### config.mk
export PLATFORM = sky130hd
export DESIGN_NAME = multiplexed_servo_pulse_scheduler_top
export DESIGN_NICKNAME = d
export VERILOG_FILES = /design/src/sv/mssched_pkg.sv /design/src/sv/mssched_cell.sv /design/src/sv/multiplexed_servo_pulse_scheduler_top.sv
export SDC_FILE = /design/constraint.sdc
export NUM_CORES = 1
export LEC_CHECK = 0
export ABC_AREA = 1
export BUFFER_PORTS_ARGS = -buffer_cell sky130_fd_sc_hd__buf_4
export CAP_MARGIN = 20
export CELL_PAD_IN_SITES_DETAIL_PLACEMENT = 1
export CELL_PAD_IN_SITES_GLOBAL_PLACEMENT = 1
export CORE_UTILIZATION = 40
export DETAILED_ROUTE_END_ITERATION = 12
export GPL_ROUTABILITY_DRIVEN = 0
export HOLD_SLACK_MARGIN = 0.08
export PLACE_DENSITY_LB_ADDON = 0.1
export SYNTH_ARGS = -nofsm -noshare
export SYNTH_HDL_FRONTEND = slang
export SYNTH_SLANG_ARGS = --single-unit
### constraint.sdc
create_clock -name clk -period 25.3 [get_ports clk]
set_input_delay 3.795 -clock clk [delete_from_list [all_inputs] [get_ports clk]]
set_output_delay 3.795 -clock clk [all_outputs]
set_load 0.05 [all_outputs]
### src/sv/mssched_pkg.sv
`timescale 1ns / 1ps
// ----------------------------------------------------------------------------
// mssched_pkg
// Shared types and constants for the multiplexed servo pulse scheduler.
// ----------------------------------------------------------------------------
package mssched_pkg;

	// channel count and timer width, fixed by the request layout
	localparam int CHANNELS   = 5;
	localparam int TIME_WIDTH = 16;

	// largest timer value, seeds the minimum chain
	localparam logic [TIME_WIDTH-1:0] TIME_MAX = {TIME_WIDTH{1'b1}};

	// off-time register value after reset
	localparam logic [TIME_WIDTH-1:0] OFF_TIME_RESET = TIME_WIDTH'(8760);

	// channel order inside the request and result
	localparam int CH_BASE         = 0;
	localparam int CH_LOWER_ARM    = 1;
	localparam int CH_LOWER_MIRROR = 2;
	localparam int CH_UPPER_ARM    = 3;
	localparam int CH_CLAW         = 4;

	typedef logic [TIME_WIDTH-1:0] time_t;

	// one timer expiry request
	typedef struct packed {
		time_t on_time_base;
		time_t on_time_lower_arm;
		time_t on_time_lower_mirror;
		time_t on_time_upper_arm;
		time_t on_time_claw;
	} in_item_t;

	// one result: pin levels and next delay
	typedef struct packed {
		logic  pin_base;
		logic  pin_lower_arm;
		logic  pin_lower_mirror;
		logic  pin_upper_arm;
		logic  pin_claw;
		time_t next_delay;
	} out_item_t;

	// values a cell hands to its right neighbor
	typedef struct packed {
		time_t least;
	} link_t;

endpackage

### src/sv/mssched_cell.sv
`timescale 1ns / 1ps
// ----------------------------------------------------------------------------
// mssched_cell
// One servo channel: remaining time and phase, with the running minimum
// passed on from the left neighbor to the right neighbor.
// ----------------------------------------------------------------------------
module mssched_cell (
	input  logic                clk,
	input  logic                arst_n,
	input  logic                tick,
	input  mssched_pkg::time_t  last_delay,
	input  mssched_pkg::time_t  on_time,
	input  mssched_pkg::time_t  off_time,
	input  mssched_pkg::link_t  link_in,
	output mssched_pkg::link_t  link_out,
	output logic                phase_next
);

	mssched_pkg::time_t remaining_q;
	logic               phase_q;
	mssched_pkg::time_t rem_sub;
	mssched_pkg::time_t rem_next;

	// saturating subtract of the last delay, reload on expiry
	always_comb begin
		rem_sub    = (remaining_q > last_delay) ? (remaining_q - last_delay) : '0;
		rem_next   = rem_sub;
		phase_next = phase_q;
		if (rem_sub == '0) begin
			phase_next = ~phase_q;
			rem_next   = phase_q ? off_time : on_time;
		end
	end

	// running minimum toward the right neighbor
	assign link_out.least = (rem_next < link_in.least) ? rem_next : link_in.least;

	// channel state
	always_ff @(posedge clk or negedge arst_n) begin
		if (!arst_n) begin
			remaining_q <= '0;
			phase_q     <= 1'b0;
		end else if (tick) begin
			remaining_q <= rem_next;
			phase_q     <= phase_next;
		end
	end

endmodule

### src/sv/multiplexed_servo_pulse_scheduler_top.sv
`timescale 1ns / 1ps
// ----------------------------------------------------------------------------
// multiplexed_servo_pulse_scheduler_top
// Five servo channels on one shared event timer, one cell per channel.
// ----------------------------------------------------------------------------
//  channel | direction | signals                      | transfer
//  in      | into      | in_valid, in_stall, in_data  | in_valid & !in_stall
//  out     | out of    | out_valid, out_stall, out_data | out_valid & !out_stall
//  cfg     | into      | cfg_wr_en, cfg_wr_data       | cfg_wr_en
//
// One request per cycle while in_stall is low; its result appears in the
// output register in the cycle after acceptance. The whole update, subtract,
// reload and the minimum chain across the cells, settles combinationally,
// which sets the clock period. Reset clears every channel to low with zero
// remaining time, so the first request raises all pins. in_stall is high
// only while a result waits in the output register and out_stall holds it.
// ----------------------------------------------------------------------------
module multiplexed_servo_pulse_scheduler_top (
	input  logic                   clk,
	input  logic                   arst_n,
	input  logic                   in_valid,
	output logic                   in_stall,
	input  mssched_pkg::in_item_t  in_data,
	output logic                   out_valid,
	input  logic                   out_stall,
	output mssched_pkg::out_item_t out_data,
	input  logic                   cfg_wr_en,
	input  mssched_pkg::time_t     cfg_wr_data
);

	mssched_pkg::time_t    off_time_q;
	mssched_pkg::time_t    last_delay_q;
	logic                  out_valid_q;
	mssched_pkg::out_item_t out_data_q;
	logic                  tick;

	mssched_pkg::time_t on_time [mssched_pkg::CHANNELS];
	mssched_pkg::link_t link    [mssched_pkg::CHANNELS+1];
	logic [mssched_pkg::CHANNELS-1:0] phase_next;

	// request transfer, output register empty or draining
	assign in_stall = out_valid_q & out_stall;
	assign tick     = in_valid & ~in_stall;

	// spread request fields over the cells
	assign on_time[mssched_pkg::CH_BASE]         = in_data.on_time_base;
	assign on_time[mssched_pkg::CH_LOWER_ARM]    = in_data.on_time_lower_arm;
	assign on_time[mssched_pkg::CH_LOWER_MIRROR] = in_data.on_time_lower_mirror;
	assign on_time[mssched_pkg::CH_UPPER_ARM]    = in_data.on_time_upper_arm;
	assign on_time[mssched_pkg::CH_CLAW]         = in_data.on_time_claw;

	// row of channel cells with the minimum chain
	assign link[0].least = mssched_pkg::TIME_MAX;

	for (genvar c = 0; c < mssched_pkg::CHANNELS; c++) begin : g_cell
		mssched_cell u_cell (
			.clk        (clk),
			.arst_n     (arst_n),
			.tick       (tick),
			.last_delay (last_delay_q),
			.on_time    (on_time[c]),
			.off_time   (off_time_q),
			.link_in    (link[c]),
			.link_out   (link[c+1]),
			.phase_next (phase_next[c])
		);
	end

	// off-time register
	always_ff @(posedge clk or negedge arst_n) begin
		if (!arst_n) begin
			off_time_q <= mssched_pkg::OFF_TIME_RESET;
		end else if (cfg_wr_en) begin
			off_time_q <= cfg_wr_data;
		end
	end

	// delay carried to the next expiry
	always_ff @(posedge clk or negedge arst_n) begin
		if (!arst_n) begin
			last_delay_q <= '0;
		end else if (tick) begin
			last_delay_q <= link[mssched_pkg::CHANNELS].least;
		end
	end

	// output valid flag
	always_ff @(posedge clk or negedge arst_n) begin
		if (!arst_n) begin
			out_valid_q <= 1'b0;
		end else if (tick) begin
			out_valid_q <= 1'b1;
		end else if (!out_stall) begin
			out_valid_q <= 1'b0;
		end
	end

	// output payload
	always_ff @(posedge clk) begin
		if (tick) begin
			out_data_q.pin_base         <= phase_next[mssched_pkg::CH_BASE];
			out_data_q.pin_lower_arm    <= phase_next[mssched_pkg::CH_LOWER_ARM];
			out_data_q.pin_lower_mirror <= phase_next[mssched_pkg::CH_LOWER_MIRROR];
			out_data_q.pin_upper_arm    <= phase_next[mssched_pkg::CH_UPPER_ARM];
			out_data_q.pin_claw         <= phase_next[mssched_pkg::CH_CLAW];
			out_data_q.next_delay       <= link[mssched_pkg::CHANNELS].least;
		end
	end

	assign out_valid = out_valid_q;
	assign out_data  = out_data_q;

endmodule

==> flow_summary.ini <==
[worst_setup_path]
crit_path_frequent_cell = nand2_1
start_kind = input pin
startpoint = in_data[75]
slowest_stage = a2111oi_4
crit_end = last_delay_q[0]
required_ps = 25690
rr_worst_depth = 48
crit_fanout = 31
r2r_end = last_delay_q[0]
slowest_delay_ps = 880
arrival_ps = 13530
rrSetupSlack_ps = 12600
crit_type = input pin to flop
r2r-start = last_delay_q[0]
endpoint_kind = flop

[sta]
tightest_slew_ps = 1120
setup_viol = 0
drv_slew = 0
finClkSkew_ps = 13.39
slew-limit-headroom_pct = 25.30
period_minus_slack_ps = 13130
fmax_ghz = 0.07614
period_share_pct = 51.91
tns_ps = 0
rsz0062_at_grt = false
finalHoldViolCount = 0

[yosys]
synth_warnings = 0
ys_types = 50
syn_nets = 2290
async_flop_share_pct = 84.89
ys.flop_type = dfrtp_1
ys_ff_latch = 139
synth-edff-count = 21
yosysSeqAreaShare_pct = 26.88
syn_area_um2 = 13360
synth_top_cell_area_share_pct = 21.17
synthCells = 2048
syn_avg_cell_area_um2 = 6.522
synth_top_cell_by_area = dfrtp_1
netlist_top_cells_area = dfrtp_1 (21%), nand2_1 (20%), ha_1 (13%)

[layout]
layout_commonest_cell = nand2_1
multi_input_area_um2 = 8640
layout.nets = 2381
fin_area_um2 = 15220
drive_above_1_share_pct = 10.59
final_cell_mix = nand2_1 (711), o21ai_0 (236), inv_1 (213)
ff_latch_area_um2 = 3590
syn_to_final_growth_pct = 13.95
fillers = 4392

[floorplan]
dieArea_um2 = 34130
start_util_pct = 40.84
die_width_um = 184.7
coreArea_um2 = 32700
io_pins = 124
die_h_um = 184.7
rows = 66

[global_routing]
grt_pass1_vias = 14490
grt_remaining_overflow = 0
antenna_found_initial = 0
grt_use_total_pct = 33.87
grt_max_degree = 88
grt_pass1_wl_um = 84830

[drt]
vias = 14350
drt-total-wl_um = 56100
ant_nets = 0
drt-initial-drc-count = 885
wl_per_cell_um = 21.62
vias_per_cell = 5.529
drt_pre_antenna_iters = 5
post-route-drc-count = 0

[outcome]
status = complete, no violations

[clocking]
htreeDepth = 4
cts.clk_slew.worst_paths_ps = 70
clock_path_buffers = 2
cts_sinks = 139
cts_made_buffers = 17
hold_buffers = 0
cts.repair.resized = 0
clock_latency_ps = 470
root_buffer = clkbuf_16
cts_setup_buffers = 0
cts_tree = done

[flow_run]
drv_cap = 0

[hold_path]
hp-class = flop to flop

[place]
dp_hpwl_um = 43180
portBuffers = 123
placed_area_um2 = 14660
sequential cells by signal, summed over array words and instances (netlist names):
name and flops:
g_cell.u_cell.phase_q 5, g_cell.u_cell.remaining_q 80, off_time_q 16, out_valid 1, out_data 21, last_delay_q 16
kinds of logic after synthesis:
family	share of synthesized area [%]
flops	26.88
compound gates	16.81
buf+inv	8.590
xor+xnor	1.902
fa+ha+maj	13.49
simple gates	32.34
critical path, delay by kind of cell:
| family | cells | cell delay (ps) |
|---|---|---|
| compound gates | 14 | 5150 |
| fa+ha+maj | 4 | 1320 |
| simple gates | 15 | 2970 |
| buf+inv | 4 | 290 |
worst min-delay path by stage:
stage / to / start / slack [ps] / cells after the start
after CTS: last_delay_q[5] / last_delay_q[5] / 490 / 2
after floorplan: last_delay_q[10] / last_delay_q[10] / 450 / 2
after global routing: g_cell[3].u_cell.remaining_q[13] / g_cell[3].u_cell.remaining_q[13] / 510 / 2
after detailed placement: last_delay_q[5] / last_delay_q[5] / 470 / 2
after global placement: last_delay_q[12] / last_delay_q[12] / 460 / 2
final: last_delay_q[5] / last_delay_q[5] / 480 / 2
cells in the mapped netlist (5+ instances only):
cell type and number:
nor2_2 7, nand2_1 711, o21ai_1 5, o211ai_1 12, a21boi_0 5, a31oi_1 5
ha_1 136, o21ai_0 236, o22ai_1 9, nand2_2 21, fa_1 5, nor2_1 97
nand4_1 27, xor2_1 23, nand3_1 113, nand3b_1 12, clkbuf_1 51, and2_1 20
a211oi_1 6, xnor2_1 6, o21bai_1 12, dfstp_2 5, dfrtp_1 113, clkinv_1 5
nor3_1 8, inv_2 13, edfxtp_1 21, inv_1 214, a21oi_1 103
area by class of cell:
type | instances | area share, %
Multi-Input combinational cell | 1614 | 56.77
Timing Repair Buffer | 135 | 6.634
Sequential cell | 139 | 23.59
Inverter | 232 | 5.730
Tap cell | 442 | 3.634
Antenna cell | 1 | 0.01644
Clock inverter | 15 | 0.8385
Clock buffer | 17 | 2.795
per-layer routing:
metal / share of wire, % / GRT usage [%] / vias to the layer above
met1: 44 / 43.80 / 6949
met2: 46 / 54.99 / 375
met3: 4.8 / 4.801 / 105
met5: 0 / 0 / -
li1: - / - / 6918
met4: 4.9 / 17.16 / 0
stage by stage:
step / setup slack, ps / hold slack (ps) / util, % / instances
2_1_floorplan: 13910 / 449.1 / - / 2048
3_3_place_gp: 11970 / 461.9 / 44.83 / 2561
3_5_place_dp: 11320 / 468.7 / 44.83 / 2561
4_1_cts: 11760 / 487.4 / 46.52 / 2593
5_1_grt: 11420 / 510.2 / 46.53 / 2594
6_report: 12170 / 484.9 / 46.54 / 2595
Power is left out: the tool's default activity adds up to more than one toggle a clock period on the data nets, which glitch-free logic cannot reach.
